[src/hw/rtl/tfg_pkg.sv]
package tfg_pkg;

    localparam int unsigned TEMP_W   = 8;
    localparam int unsigned FREQ_W   = 10;
    localparam int unsigned SUPPLY_W = 10;
    localparam int unsigned WAIT_W   = 4;
    localparam int unsigned CFG_IDX_W  = 3;
    localparam int unsigned CFG_DATA_W = 10;

    localparam logic [FREQ_W-1:0] HOT_STEP      = FREQ_W'(40);
    localparam logic [FREQ_W-1:0] COOL_STEP     = FREQ_W'(20);
    localparam logic [FREQ_W-1:0] SUPPLY_STEP   = FREQ_W'(20);
    localparam logic [FREQ_W-1:0] FREQ_AT_RESET = FREQ_W'(360);

    // supply mode rechecks the supply when its tick counter reaches this value
    localparam logic [WAIT_W-1:0] SUPPLY_CHECK_TICKS = WAIT_W'(2);

    localparam logic [TEMP_W-1:0]   TEMP_LOW_RST     = TEMP_W'(60);
    localparam logic [TEMP_W-1:0]   TEMP_HIGH_RST    = TEMP_W'(65);
    localparam logic [FREQ_W-1:0]   FREQ_FLOOR_RST   = FREQ_W'(100);
    localparam logic [FREQ_W-1:0]   FREQ_CEILING_RST = FREQ_W'(360);
    localparam logic [SUPPLY_W-1:0] SUPPLY_LOW_RST   = SUPPLY_W'(450);
    localparam logic [SUPPLY_W-1:0] SUPPLY_HIGH_RST  = SUPPLY_W'(460);
    localparam logic [WAIT_W-1:0]   RISE_WAIT_RST    = WAIT_W'(1);
    localparam logic [WAIT_W-1:0]   FALL_WAIT_RST    = WAIT_W'(2);

    typedef enum logic [CFG_IDX_W-1:0] {
        REG_TEMP_LOW     = 3'd0,
        REG_TEMP_HIGH    = 3'd1,
        REG_FREQ_FLOOR   = 3'd2,
        REG_FREQ_CEILING = 3'd3,
        REG_SUPPLY_LOW   = 3'd4,
        REG_SUPPLY_HIGH  = 3'd5,
        REG_RISE_WAIT    = 3'd6,
        REG_FALL_WAIT    = 3'd7
    } tfg_reg_idx_t;

    typedef struct packed {
        logic [TEMP_W-1:0]   temp_low;
        logic [TEMP_W-1:0]   temp_high;
        logic [FREQ_W-1:0]   freq_floor;
        logic [FREQ_W-1:0]   freq_ceiling;
        logic [SUPPLY_W-1:0] supply_low;
        logic [SUPPLY_W-1:0] supply_high;
        logic [WAIT_W-1:0]   rise_wait;
        logic [WAIT_W-1:0]   fall_wait;
    } tfg_cfg_t;

    typedef struct packed {
        logic                power_on;
        logic [TEMP_W-1:0]   temperature;
        logic [SUPPLY_W-1:0] supply_sample;
    } tfg_item_t;

    typedef struct packed {
        logic [FREQ_W-1:0] freq_target;
        logic              too_hot;
        logic              supply_mode;
    } tfg_result_t;

    // step down, saturating at the floor
    function automatic logic [FREQ_W-1:0] lower_by(input logic [FREQ_W-1:0] freq,
                                                   input logic [FREQ_W-1:0] floor_val,
                                                   input logic [FREQ_W-1:0] step);
        logic [FREQ_W:0] limit;
        limit = {1'b0, floor_val} + {1'b0, step};
        if ({1'b0, freq} < limit) begin
            return floor_val;
        end
        return freq - step;
    endfunction

endpackage

[src/hw/rtl/thermal_frequency_governor_unit.sv]
// Thermal and supply frequency governor.
// Input stream: one transfer per tick carries power state, temperature and a
// supply ADC code. Output stream: one transfer per tick with the frequency
// target, the too-hot flag and the regulation mode after that tick.
// Configuration: cfg_valid/cfg_index/cfg_data writes one of eight limit
// registers; cfg_ready is always high. Write only while no tick is in flight.
// Path: a tick accepted into the input register is updated through the core
// state into the result register when it advances, which waits while a held
// result blocks it. Throughput: one tick per cycle while m_tready stays high,
// set by the single state update between the input and result registers.
// Stall: while m_tready is low the result holds; one more tick is taken into
// the input register, then s_tready drops until the result leaves.
// Reset (aresetn low, synchronous): limits return to their defaults, the
// target to 360 MHz, temperature mode, flags and counters clear, and the
// temperature reference is marked not yet captured.
module thermal_frequency_governor_unit (
    input  logic                           aclk,
    input  logic                           aresetn,
    input  logic                           s_tvalid,
    output logic                           s_tready,
    // [0] power_on, [8:1] temperature, [18:9] supply_sample, [23:19] ignored
    input  logic [23:0]                    s_tdata,
    output logic                           m_tvalid,
    input  logic                           m_tready,
    // [9:0] freq_target, [10] too_hot, [11] supply_mode, [15:12] zero
    output logic [15:0]                    m_tdata,
    input  logic                           cfg_valid,
    output logic                           cfg_ready,
    input  logic [tfg_pkg::CFG_IDX_W-1:0]  cfg_index,
    input  logic [tfg_pkg::CFG_DATA_W-1:0] cfg_data
);
    import tfg_pkg::*;

    tfg_cfg_t    cfg;
    tfg_item_t   item_reg;
    logic        in_valid_reg;
    tfg_result_t result;
    tfg_result_t out_reg;
    logic        out_valid_reg;
    logic        advance;

    assign advance   = in_valid_reg && (!out_valid_reg || m_tready);
    assign s_tready  = !in_valid_reg || advance;
    assign cfg_ready = 1'b1;

    tfg_cfg_regs u_cfg (
        .aclk      (aclk),
        .aresetn   (aresetn),
        .cfg_valid (cfg_valid),
        .cfg_index (cfg_index),
        .cfg_data  (cfg_data),
        .cfg       (cfg)
    );

    tfg_core u_core (
        .aclk    (aclk),
        .aresetn (aresetn),
        .advance (advance),
        .item    (item_reg),
        .cfg     (cfg),
        .result  (result)
    );

    always_ff @(posedge aclk) begin
        if (!aresetn) begin
            in_valid_reg <= 1'b0;
        end else if (s_tready) begin
            in_valid_reg <= s_tvalid;
        end
    end

    always_ff @(posedge aclk) begin
        if (s_tready && s_tvalid) begin
            item_reg.power_on      <= s_tdata[0];
            item_reg.temperature   <= s_tdata[8:1];
            item_reg.supply_sample <= s_tdata[18:9];
        end
    end

    always_ff @(posedge aclk) begin
        if (!aresetn) begin
            out_valid_reg <= 1'b0;
        end else if (advance) begin
            out_valid_reg <= 1'b1;
        end else if (m_tready) begin
            out_valid_reg <= 1'b0;
        end
    end

    // hold the result until the downstream transfer completes
    always_ff @(posedge aclk) begin
        if (advance) begin
            out_reg <= result;
        end
    end

    assign m_tvalid = out_valid_reg;
    assign m_tdata  = {4'b0000, out_reg.supply_mode, out_reg.too_hot, out_reg.freq_target};

endmodule

[src/hw/rtl/tfg_cfg_regs.sv]
module tfg_cfg_regs (
    input  logic                           aclk,
    input  logic                           aresetn,
    input  logic                           cfg_valid,
    input  logic [tfg_pkg::CFG_IDX_W-1:0]  cfg_index,
    input  logic [tfg_pkg::CFG_DATA_W-1:0] cfg_data,
    output tfg_pkg::tfg_cfg_t              cfg
);
    import tfg_pkg::*;

    tfg_cfg_t cfg_reg;
    tfg_cfg_t cfg_next;

    always_comb begin
        cfg_next = cfg_reg;
        if (cfg_valid) begin
            case (tfg_reg_idx_t'(cfg_index))
                REG_TEMP_LOW:     cfg_next.temp_low     = cfg_data[TEMP_W-1:0];
                REG_TEMP_HIGH:    cfg_next.temp_high    = cfg_data[TEMP_W-1:0];
                REG_FREQ_FLOOR:   cfg_next.freq_floor   = cfg_data[FREQ_W-1:0];
                REG_FREQ_CEILING: cfg_next.freq_ceiling = cfg_data[FREQ_W-1:0];
                REG_SUPPLY_LOW:   cfg_next.supply_low   = cfg_data[SUPPLY_W-1:0];
                REG_SUPPLY_HIGH:  cfg_next.supply_high  = cfg_data[SUPPLY_W-1:0];
                REG_RISE_WAIT:    cfg_next.rise_wait    = cfg_data[WAIT_W-1:0];
                REG_FALL_WAIT:    cfg_next.fall_wait    = cfg_data[WAIT_W-1:0];
                default:          cfg_next = cfg_reg;
            endcase
        end
    end

    always_ff @(posedge aclk) begin
        if (!aresetn) begin
            cfg_reg.temp_low     <= TEMP_LOW_RST;
            cfg_reg.temp_high    <= TEMP_HIGH_RST;
            cfg_reg.freq_floor   <= FREQ_FLOOR_RST;
            cfg_reg.freq_ceiling <= FREQ_CEILING_RST;
            cfg_reg.supply_low   <= SUPPLY_LOW_RST;
            cfg_reg.supply_high  <= SUPPLY_HIGH_RST;
            cfg_reg.rise_wait    <= RISE_WAIT_RST;
            cfg_reg.fall_wait    <= FALL_WAIT_RST;
        end else begin
            cfg_reg <= cfg_next;
        end
    end

    assign cfg = cfg_reg;

endmodule

[src/hw/rtl/tfg_core.sv]
module tfg_core (
    input  logic                  aclk,
    input  logic                  aresetn,
    input  logic                  advance,
    input  tfg_pkg::tfg_item_t    item,
    input  tfg_pkg::tfg_cfg_t     cfg,
    output tfg_pkg::tfg_result_t  result
);
    import tfg_pkg::*;

    logic                mode_reg, mode_next;
    logic [FREQ_W-1:0]   freq_reg, freq_next;
    logic                hot_reg, hot_next;
    logic [WAIT_W-1:0]   hold_reg, hold_next;
    logic [WAIT_W-1:0]   supply_cnt_reg, supply_cnt_next;
    logic [TEMP_W-1:0]   ref_temp_reg, ref_temp_next;

    logic [WAIT_W-1:0]   wait_sel;
    logic                act;
    logic [FREQ_W:0]     cool_sum;

    always_comb begin
        mode_next       = mode_reg;
        freq_next       = freq_reg;
        hot_next        = hot_reg;
        hold_next       = hold_reg;
        supply_cnt_next = supply_cnt_reg;
        ref_temp_next   = ref_temp_reg;

        wait_sel = (ref_temp_reg < item.temperature) ? cfg.rise_wait : cfg.fall_wait;
        act      = (hold_reg >= wait_sel);
        cool_sum = (freq_reg <= cfg.freq_ceiling)
                 ? ({1'b0, freq_reg} + {1'b0, COOL_STEP}) : {1'b0, freq_reg};

        if (!item.power_on) begin
            if (hot_reg && (item.temperature < cfg.temp_low)) begin
                hot_next = 1'b0;
            end
        end else if (!mode_reg) begin
            if (item.supply_sample < cfg.supply_low) begin
                hold_next = '0;
                mode_next = 1'b1;
            end else if (ref_temp_reg == '0) begin
                // first nonzero reading becomes the fixed reference
                ref_temp_next = item.temperature;
            end else if (!act) begin
                hold_next = hold_reg + WAIT_W'(1);
            end else begin
                hold_next = '0;
                if (item.temperature >= cfg.temp_high) begin
                    if (freq_reg > cfg.freq_floor) begin
                        freq_next = lower_by(freq_reg, cfg.freq_floor, HOT_STEP);
                    end else begin
                        freq_next = cfg.freq_floor;
                        hot_next  = 1'b1;
                    end
                end else if (item.temperature < cfg.temp_low) begin
                    hot_next = 1'b0;
                    if (cool_sum > {1'b0, cfg.freq_ceiling}) begin
                        freq_next = cfg.freq_ceiling;
                    end else begin
                        freq_next = cool_sum[FREQ_W-1:0];
                    end
                end else begin
                    hot_next = 1'b0;
                end
            end
        end else begin
            if (supply_cnt_reg == SUPPLY_CHECK_TICKS) begin
                if (item.supply_sample >= cfg.supply_low) begin
                    supply_cnt_next = '0;
                    if (item.supply_sample > cfg.supply_high) begin
                        mode_next = 1'b0;
                    end
                end else begin
                    freq_next       = lower_by(freq_reg, cfg.freq_floor, SUPPLY_STEP);
                    supply_cnt_next = WAIT_W'(1);
                end
            end else begin
                supply_cnt_next = supply_cnt_reg + WAIT_W'(1);
            end
        end
    end

    always_ff @(posedge aclk) begin
        if (!aresetn) begin
            mode_reg       <= 1'b0;
            freq_reg       <= FREQ_AT_RESET;
            hot_reg        <= 1'b0;
            hold_reg       <= '0;
            supply_cnt_reg <= '0;
            ref_temp_reg   <= '0;
        end else if (advance) begin
            mode_reg       <= mode_next;
            freq_reg       <= freq_next;
            hot_reg        <= hot_next;
            hold_reg       <= hold_next;
            supply_cnt_reg <= supply_cnt_next;
            ref_temp_reg   <= ref_temp_next;
        end
    end

    assign result.freq_target = freq_next;
    assign result.too_hot     = hot_next;
    assign result.supply_mode = mode_next;

endmodule

[config.mk]
export PLATFORM = sky130hd
export DESIGN_NAME = thermal_frequency_governor_unit
export DESIGN_NICKNAME = d
export VERILOG_FILES = /design/src/hw/rtl/tfg_pkg.sv /design/src/hw/rtl/thermal_frequency_governor_unit.sv /design/src/hw/rtl/tfg_cfg_regs.sv /design/src/hw/rtl/tfg_core.sv
export SDC_FILE = /design/constraint.sdc
export NUM_CORES = 1
export LEC_CHECK = 0
export BUFFER_PORTS_ARGS = -buffer_cell sky130_fd_sc_hd__buf_4
export CELL_PAD_IN_SITES_DETAIL_PLACEMENT = 0
export CELL_PAD_IN_SITES_GLOBAL_PLACEMENT = 1
export CORE_ASPECT_RATIO = 0.9
export CORE_MARGIN = 2
export CORE_UTILIZATION = 30
export DETAILED_ROUTE_END_ITERATION = 10
export HOLD_SLACK_MARGIN = 0.05
export PLACE_DENSITY_LB_ADDON = 0.08
export SLEW_MARGIN = 20
export SYNTH_ARGS = -nofsm -noshare
export SYNTH_HDL_FRONTEND = slang
export SYNTH_HIERARCHICAL = 1
export SYNTH_SLANG_ARGS = --single-unit
[constraint.sdc]
create_clock -name aclk -period 5.8 [get_ports aclk]
set_clock_uncertainty 0.05 [all_clocks]
set_input_delay 0.87 -clock aclk [delete_from_list [all_inputs] [get_ports aclk]]
set_output_delay 0.87 -clock aclk [all_outputs]
set_load 0.03 [all_outputs]
Yosys cells after proc, flatten, opt, wreduce, memory -nomap -nowiden

Index checks and enable logic that the tools add are counted.

Register bits after elaboration: 125
Output and inout bits: 19
Input port bits: 42

Equal/unequal tests: 9
Add/sub/neg operators: 7
Bitwise operators: 2
Order comparisons: 12
Mux-type cells: 51
Reductions and logical operators: 21

Operators by type and width:

| cell                  | number |
|---|---|
| $mux 10               | 15 |
| $mux 1                | 30 |
| $add 10x5->11 const B | 2 |
| $lt 10x11->1          | 2 |
| $gt 10x10->1          | 2 |
| $mux 4                | 5 |
| $lt 8x8->1            | 2 |
| $reduce_and 2->1      | 8 |
| $eq 3x3->1 const B    | 4 |
| $add 10x6->11 const B | 1 |
| $gt 11x10->1          | 1 |
| $mux 11               | 1 |
| $ge 10x10->1          | 1 |
| $le 10x10->1          | 1 |
| $lt 10x10->1          | 1 |
| $sub 10x5->10 const B | 1 |
| $sub 10x6->10 const B | 1 |
| $add 4x1->4 const B   | 2 |
| $ge 8x8->1            | 1 |
| $logic_not 8->1       | 1 |
| $eq 3x2->1 const B    | 2 |
| $reduce_and 5->1      | 1 |
| $eq 4x2->1 const B    | 1 |
| $ge 4x4->1            | 1 |
| 10 further kinds      | 15 |

Depth between registers and ports, before layout

Gate-level depths: netlist (run 1).

Depth in word-level cells: 18
Mapped depth: 19
Mapped depth without buffers: 18

By module

Netlist (run 1), hierarchy kept.

By module, submodules not included:

| module                          | seq. area each (um^2) | cells an instance | area an instance (um^2) | times used |
|---|---|---|---|---|
| tfg_core                        | 560.5                 | 675               | 5088.6                  | 1 |
| tfg_cfg_regs                    | 1281.2                | 241               | 2517.4                  | 1 |
| thermal_frequency_governor_unit | 970.9                 | 47                | 1079.8                  | 1 |

Least setup slack after synthesis (run 1)

No wires, ideal clock.

Kind: register -> register
Start point: reg u_core.freq_reg[3]
End point: reg out_reg (netlist bit m_tdata[5]), data pin
Data required time: 5.482 ns
Cell stages (with the launch flop): 15
Arrival: 3.671 ns
Path buffers: 0
Slack: 1.810 ns
Cells stage by stage: dfxtp_1 > ha_1 > a211oi_1 > nor2_1 > or4_4 > a21oi_1 > xnor2_1 > ha_1 > a211oi_1 > o21ai_0 > o31ai_1 > nand3_1 > or2_2 > a311oi_1 > a211oi_1

RTL lines:

| item                   | line                                  | text |
|---|---|---|
| from (decl)            | tfg_core.sv:12                        | `logic [FREQ_W-1:0] freq_reg, freq_next;` |
| from (signal assigned) | tfg_core.sv:95                        | `freq_reg <= freq_next;` |
| to (signal assigned)   | thermal_frequency_governor_unit.sv:93 | `out_reg <= result;` |
| to (decl)              | thermal_frequency_governor_unit.sv:38 | `tfg_result_t out_reg;` |

==> results.py, run 1 <==
metrics = {
    "run_status": {
        "outcome": "finished clean",
    },
    "timing": {
        "fmax_mhz": 215,
        "drv_slew": 0,
        "period_share": 0.803,
        "grt_setup_unrepaired": "false",
        "tns_ps": 0,
        "slew_headroom": 0.357,
        "worst_pin_slew_ps": 962,
        "finalWorstSetupSlack_ps": 1140,
        "finalSetupViolations": 0,
        "fin_crit_ps": 4660,
        "finalHoldViolCount": 0,
    },
    "layout": {
        "layout.cells.most_common_list": "ha_1 (99), dfxtp_1 (94), nand2_1 (92), inv_1 (81), mux2i_1 (78)",
        "fill_cells": 2980,
        "largest_reg_flops": 64,
        "drive_gt1_frac": 0.128,
        "final_nets": 1140,
        "mostFrequentLayoutCell": "ha_1",
        "area_growth_pct": 15.0,
    },
    "grt": {
        "grt_antenna_before_repair": 0,
        "grt_pass1_wl_mm": 41.3,
        "grt_pass1_vias": 6776,
        "grt_overflow": 0,
        "grt_max_degree": 90,
        "track_usage": 0.183,
    },
    "clock_network": {
        "ctsResizeCount": 0,
        "post_cts_buffers": 0,
        "hold_buffers": 0,
        "cts_tree": "built",
        "cts-buffers-inserted": 17,
        "clock_path_buffers": 2,
        "cts.clk_slew.worst_paths_ps": 60,
        "cts_sinks": 125,
        "clock-root-buffer": "clkbuf_16",
        "cts_htree_levels": 4,
        "clk_latency_ps": 430,
    },
    "pwr": {
        "switching_power_w": 0.000717,
        "pwr-share-comb": 0.166,
        "clockPowerShare": 0.455,
        "powerDensity_mw_per_mm2": 250,
        "p_int_w": 0.00177,
        "power_frac_seq": 0.379,
        "irDropWorstVdd_mv": 0.183,
        "p_sw_frac": 0.288,
        "p_leak_nw": 4.42,
    },
    "synthesis": {
        "seq_area_frac_synth": 0.324,
        "synthFlopType": "dfxtp_1",
        "yosys_warnings": 6,
        "synth_cells": 963,
        "ys_async_sr_fraction": 0,
        "ys_seq_elements": 125,
        "synthesis.area_mm2": 0.00869,
        "synth_edf_count": 31,
        "synth_area_per_cell_um2": 9.02,
        "synth.distinct_cells": 93,
    },
    "hold_path": {
        "worstHoldPathCells": 2,
        "hold_class": "register to register",
    },
    "critical_path": {
        "cp.required_ps": 5890,
        "crit_path_frequent_cell": "a21o_1",
        "start_kind": "register",
        "r2r_setup_slack_ps": 1140,
        "path_cells": "inv_1, ha_1, a21o_1, a21o_1, a21o_1, a21o_1, a21oi_1, o21ai_1, mux2_2, ha_1, nand2b_1, a21oi_1, o21ai_0, o211ai_2, nor2_1, a32o_1, a211oi_2, o22ai_1",
        "worstPathMaxFanout": 19,
        "slowest_stage": "edfxtp_1",
        "cp.arrival_ps": 4750,
        "worst-setup-path-type": "register to register",
        "end_kind": "register",
        "reg2reg_depth": 18,
        "critPathMaxStageDelay_ps": 410,
    },
    "routing": {
        "drc": 0,
        "first_iter_violations": 391,
        "wl_met3_um": 830,
        "postRouteAntennaNets": 0,
        "wire_per_inst_um": 19.3,
        "vias_per_cell": 5.02,
        "wl_mm": 26.7,
        "drt-met1-wl_mm": 13.2,
        "wl_met2_mm": 11.9,
        "dr.max_layer_used": "met4",
        "vias": 6920,
        "dr.pass1.iters": 5,
    },
    "place": {
        "place_ws_ps": 1090,
        "place_congestion": 0.817,
        "dpl.hpwl_mm": 20.0,
        "port_buffers": 50,
    },
    "run": {
        "cap_viol_max_count": 0,
    },
    "floorplanning": {
        "dieWidth_um": 183,
        "design.core.area_mm2": 0.0287,
        "rows": 59,
        "die_area_mm2": 0.0303,
        "ios": 61,
        "start_util": 0.302,
        "fp.dieH_um": 165,
    },
}
-- per-layer routing --
metal / up-vias / track usage
met4: 0 / 0.0669
met5: - / 0
met1: 3280 / 0.254
li1: 3496 / -
met3: 26 / 0.0292
met2: 118 / 0.286
-- metrics by stage --
step | util | hold WS, ps | area [um2] | power [W] | std cells
2_1_floorplan | - | 381 | 8700 | 0.00126 | 966
3_3_place_gp | 0.326 | 396 | 9360 | 0.00138 | 1345
3_5_place_dp | 0.326 | 404 | 9360 | 0.00138 | 1345
4_1_cts | 0.347 | 413 | 9970 | 0.00253 | 1377
5_1_grt | 0.348 | 428 | 9980 | 0.00261 | 1378
6_report | 0.348 | 409 | 9990 | 0.00249 | 1379
-- final cells by class --
type / count / area (um2) / share of cell area
Multi-Input combinational cell: 709 / 5310 / 0.532
Clock inverter: 11 / 158 / 0.0158
Inverter: 82 / 308 / 0.0308
Antenna cell: 1 / 2.50 / 0.000251
Clock buffer: 21 / 450 / 0.0451
Sequential cell: 125 / 2810 / 0.282
Tap cell: 366 / 458 / 0.0459
Timing Repair Buffer: 64 / 484 / 0.0485
-- power by group through the flow --
stage	Combinational (W)	Clock, W	Sequential, W
2_1_floorplan	0.000293	0	0.000963
3_3_place_gp	0.000415	0	0.000965
3_5_place_dp	0.000412	0	0.000965
4_1_cts	0.000415	0.00117	0.000946
5_1_grt	0.000459	0.00121	0.000948
6_report	0.000413	0.00113	0.000945
-- synth_stat cells, types with 11 or more instances --
cell type	n	share of area
xnor2_1	21	0.021
nor3_1	14	0.0081
nand2_1	92	0.040
nor2b_1	51	0.037
nand3_1	12	0.0069
nand4_1	11	0.0079
inv_1	81	0.035
o21ai_0	37	0.021
a21oi_1	65	0.037
edfxtp_1	31	0.11
nor2_1	45	0.019
dfxtp_1	94	0.22
clkbuf_1	21	0.0091
ha_1	99	0.14
a21o_1	16	0.014
mux2i_1	78	0.090
buf_2	12	0.0069
-- cells by family (layout without fill, tap and decap cells) --
family,Yosys count,after routing,synth area share
muxes,83,83,0.0968
other,2,6,0.000865
buffers and inverters,132,178,0.0683
DFF,125,125,0.324
xor gates and xnor gates,24,24,0.0242
AOI/OAI and AO/OA,219,219,0.172
and+or+nand+nor,279,279,0.172
adders and majority gates,99,99,0.143
-- path summary, 6_finish.rpt --
check                from            to
min reg2reg  u_cfg/cfg[0]  u_cfg/cfg[0]
max          item_reg[11]    m_tdata[0]
min          u_cfg/cfg[0]  u_cfg/cfg[0]
max reg2reg  item_reg[11]    m_tdata[0]
-- critical path, delay by kind of cell, from the launching register on --
family | cells | cell delay [ps]
compound gates | 12 | 2460
flops | 1 | 410
simple gates | 2 | 470
fa+ha+maj | 2 | 550
mux | 1 | 350
buf+inv | 1 | 60
(Power assumes the default switching activity.)
==> run 2: changes to the inputs <==
--- a/config.mk
+++ b/config.mk
@@ -5,6 +5,7 @@
 export SDC_FILE = /design/constraint.sdc
 export NUM_CORES = 1
 export LEC_CHECK = 0
+export ABC_AREA = 1
 export BUFFER_PORTS_ARGS = -buffer_cell sky130_fd_sc_hd__buf_4
 export CELL_PAD_IN_SITES_DETAIL_PLACEMENT = 0
 export CELL_PAD_IN_SITES_GLOBAL_PLACEMENT = 1
==> constraint.sdc (replaced) <==
create_clock -name aclk -period 4.7 [get_ports aclk]
set_clock_uncertainty 0.05 [all_clocks]
set_input_delay 0.705 -clock aclk [delete_from_list [all_inputs] [get_ports aclk]]
set_output_delay 0.705 -clock aclk [all_outputs]
set_load 0.03 [all_outputs]
==> results.py, run 2 <==
metrics = {
    "timing": {
        "tns_ps": 0,
        "fmax_mhz": 257,
        "finalWorstSetupSlack_ps": 810,
        "grt_setup_unrepaired": "false",
        "worst_pin_slew_ps": 910,
        "drv_slew": 0,
        "finalHoldViolCount": 0,
        "finalSetupViolations": 0,
        "fin_crit_ps": 3890,
        "period_share": 0.828,
        "slew_headroom": 0.394,
    },
    "critical_path": {
        "critPathMaxStageDelay_ps": 630,
        "reg2reg_depth": 23,
        "start_kind": "register",
        "cp-endpoint": "m_tdata[1]",
        "end_kind": "register",
        "worstPathMaxFanout": 14,
        "r2r-end": "m_tdata[1]",
        "crit_path_frequent_cell": "nand2_1",
        "cp.arrival_ps": 4050,
        "path_cells": "ha_1, a21o_1, nor2_1, nand3_1, nand2_2, nand3_1, nand2_1, inv_1, ha_1, nand2_1, nor2_1, nand2_1, nand2_1, nand2_1, nand2_1, nand2_1, nand2_4, nand2_2, a21oi_1, o21ai_0, nand3_1, nand2_1, a22oi_1",
        "worst-setup-path-type": "register to register",
        "crit_buf_inv": 1,
        "reg2reg_from": "u_core/freq_reg[9]",
        "crit_family": "simple AND/OR/NAND/NOR gates",
        "path_depth": 23,
        "slowest_stage": "dfxtp_1",
        "cp.required_ps": 4860,
        "r2r_setup_slack_ps": 810,
        "cp-startpoint": "u_core/freq_reg[9]",
    },
    "layout": {
        "n_antenna_cell": 0,
        "drive_gt1_frac": 0.112,
        "fin_util": 0.351,
        "instances_no_fill": 1695,
        "layout.cells.most_common_list": "nand2_1 (285), inv_1 (166), nor2_1 (128), nand3_1 (123), ha_1 (99)",
        "fill_cells": 3233,
        "mostFrequentLayoutCell": "nand2_1",
        "multiInputGateArea_mm2": 0.00513,
        "area_growth_pct": 14.7,
        "largest_reg_flops": 64,
        "register_area_mm2": 0.00281,
        "final_nets": 1427,
    },
    "synthesis": {
        "synth_edf_count": 31,
        "synth.top_cell.area_share": 0.213,
        "ys_async_sr_fraction": 0,
        "synthesis.area_mm2": 0.00885,
        "synth_area_per_cell_um2": 7.15,
        "synth_cells": 1238,
        "synthFlopType": "dfxtp_1",
        "synth.distinct_cells": 55,
        "yosys-top-cells-area": "dfxtp_1 (21%), ha_1 (14%), nand2_1 (12%)",
        "ys_seq_elements": 125,
        "synth.most_common_cell": "nand2_1",
        "synth_top_cell_by_area": "dfxtp_1",
        "seq_area_frac_synth": 0.318,
        "synthTopCellsByCount": "nand2_1 (285), inv_1 (166), nor2_1 (128), nand3_1 (123), ha_1 (99)",
        "yosys_warnings": 6,
    },
    "clock_network": {
        "clock_path_buffers": 2,
        "cts-buffers-inserted": 17,
        "clk_latency_ps": 420,
        "cts_htree_levels": 4,
        "hold_buffers": 0,
        "cts_sinks": 125,
        "post_cts_buffers": 0,
        "ctsResizeCount": 0,
        "cts.clk_slew.worst_paths_ps": 60,
        "clock-root-buffer": "clkbuf_16",
        "cts_tree": "built",
    },
    "pwr": {
        "switching_power_w": 0.00109,
        "irDropWorstVdd_mv": 0.188,
        "pwr-share-comb": 0.239,
        "total_power_w": 0.00328,
        "powerDensity_mw_per_mm2": 323,
        "clockPowerShare": 0.397,
        "p_int_w": 0.00219,
        "p_sw_frac": 0.332,
        "power_frac_seq": 0.364,
        "p_leak_nw": 4.91,
    },
    "routing": {
        "first_iter_violations": 398,
        "wire_per_inst_um": 16.3,
        "dr.pass1.iters": 5,
        "vias": 7871,
        "wl_mm": 27.5,
        "drc": 0,
        "postRouteAntennaNets": 0,
        "vias_per_cell": 4.64,
    },
    "floorplanning": {
        "ios": 61,
        "rows": 59,
        "design.core.area_mm2": 0.0289,
        "fp.dieH_um": 167,
        "die_area_mm2": 0.0309,
        "dieWidth_um": 185,
        "start_util": 0.306,
    },
    "grt": {
        "grt_antenna_before_repair": 0,
        "track_usage": 0.185,
        "grt_pass1_vias": 7739,
        "grt_max_degree": 82,
        "grt_overflow": 0,
        "grt_pass1_wl_mm": 43.5,
    },
    "place": {
        "dp_cells": 1663,
        "dpl.hpwl_mm": 21.2,
        "place_ws_ps": 849,
        "port_buffers": 50,
        "place_congestion": 0.833,
    },
    "run": {
        "cap_viol_max_count": 0,
    },
    "run_status": {
        "outcome": "finished clean",
    },
    "hold_path": {
        "worstHoldPathCells": 1,
        "hold_class": "input pin to register",
    },
}
-- run 2: cell count changes in the layout (fill, tap and decap cells not counted), sizes merged, moves of 21 or more --
cell and delta:
a21oi +22, xnor2 -21, nand2 +205, mux2i -75, inv +90, nor2 +97, nand3 +116, nor2b -52
-- run 2: metal layers --
metal,track usage,wire (um),share of wire
met5,0,0,0
met4,0.0452,326,0.012
met3,0.0236,515,0.019
met2,0.311,13200,0.48
met1,0.250,13500,0.49
-- run 2: how the worst min path moves through the flow --
stage | startpoint | end
after floorplan | u_cfg/cfg[10] | u_cfg/cfg[10]
after global placement | u_cfg/cfg[11] | u_cfg/cfg[11]
after detailed placement | u_cfg/cfg[16] | u_cfg/cfg[16]
after CTS | s_tdata[1] | item_reg[10]
after global routing | s_tdata[11] | item_reg[2]
final | s_tdata[7] | item_reg[16]
-- run 2: cells by family after synthesis --
logic type,share of synthesized area
mux,0.00467
flops,0.318
compound gates,0.116
xor+xnor,0.0228
simple gates,0.295
other cells,0.000849
fa+ha+maj,0.140
buf+inv,0.104
-- run 2: power groups by stage --
stage	registers, W	logic [W]	clock network, W
after global routing	0.00120	0.000899	0.00138
after global placement	0.00122	0.000786	0
after detailed placement	0.00122	0.000785	0
after CTS	0.00120	0.000789	0.00135
final	0.00120	0.000784	0.00130
after floorplan	0.00122	0.000570	0
-- run 2: worst register-to-register path, cell delays in order (launching register included) --
cell     delay (ps)
dfxtp_1         630
ha_1            350
a21o_1          160
nor2_1          100
nand3_1         120
nand2_2         250
nand3_1         110
nand2_1          80
inv_1            60
ha_1            290
nand2_1          80
nor2_1          190
nand2_1          80
nand2_1          60
nand2_1          40
nand2_1          50
nand2_1         100
nand2_4         160
nand2_2         120
a21oi_1         130
o21ai_0         110
nand3_1          90
nand2_1          70
a22oi_1         220
-- run 2: layout make-up --
cell class / instances / area share
clock buffer: 19 / 0.0457
clock inverter: 13 / 0.0112
inverter: 174 / 0.0643
multi-input combinational: 904 / 0.506
sequential: 125 / 0.277
tap: 396 / 0.0488
timing repair buffer: 64 / 0.0473
-- run 2: metrics by stage --
step	hold WS, ps	instance area, um2
floorplan	379	8860
global placement	391	9580
detailed placement	399	9580
CTS	386	10200
global route	389	10200
finish	411	10200
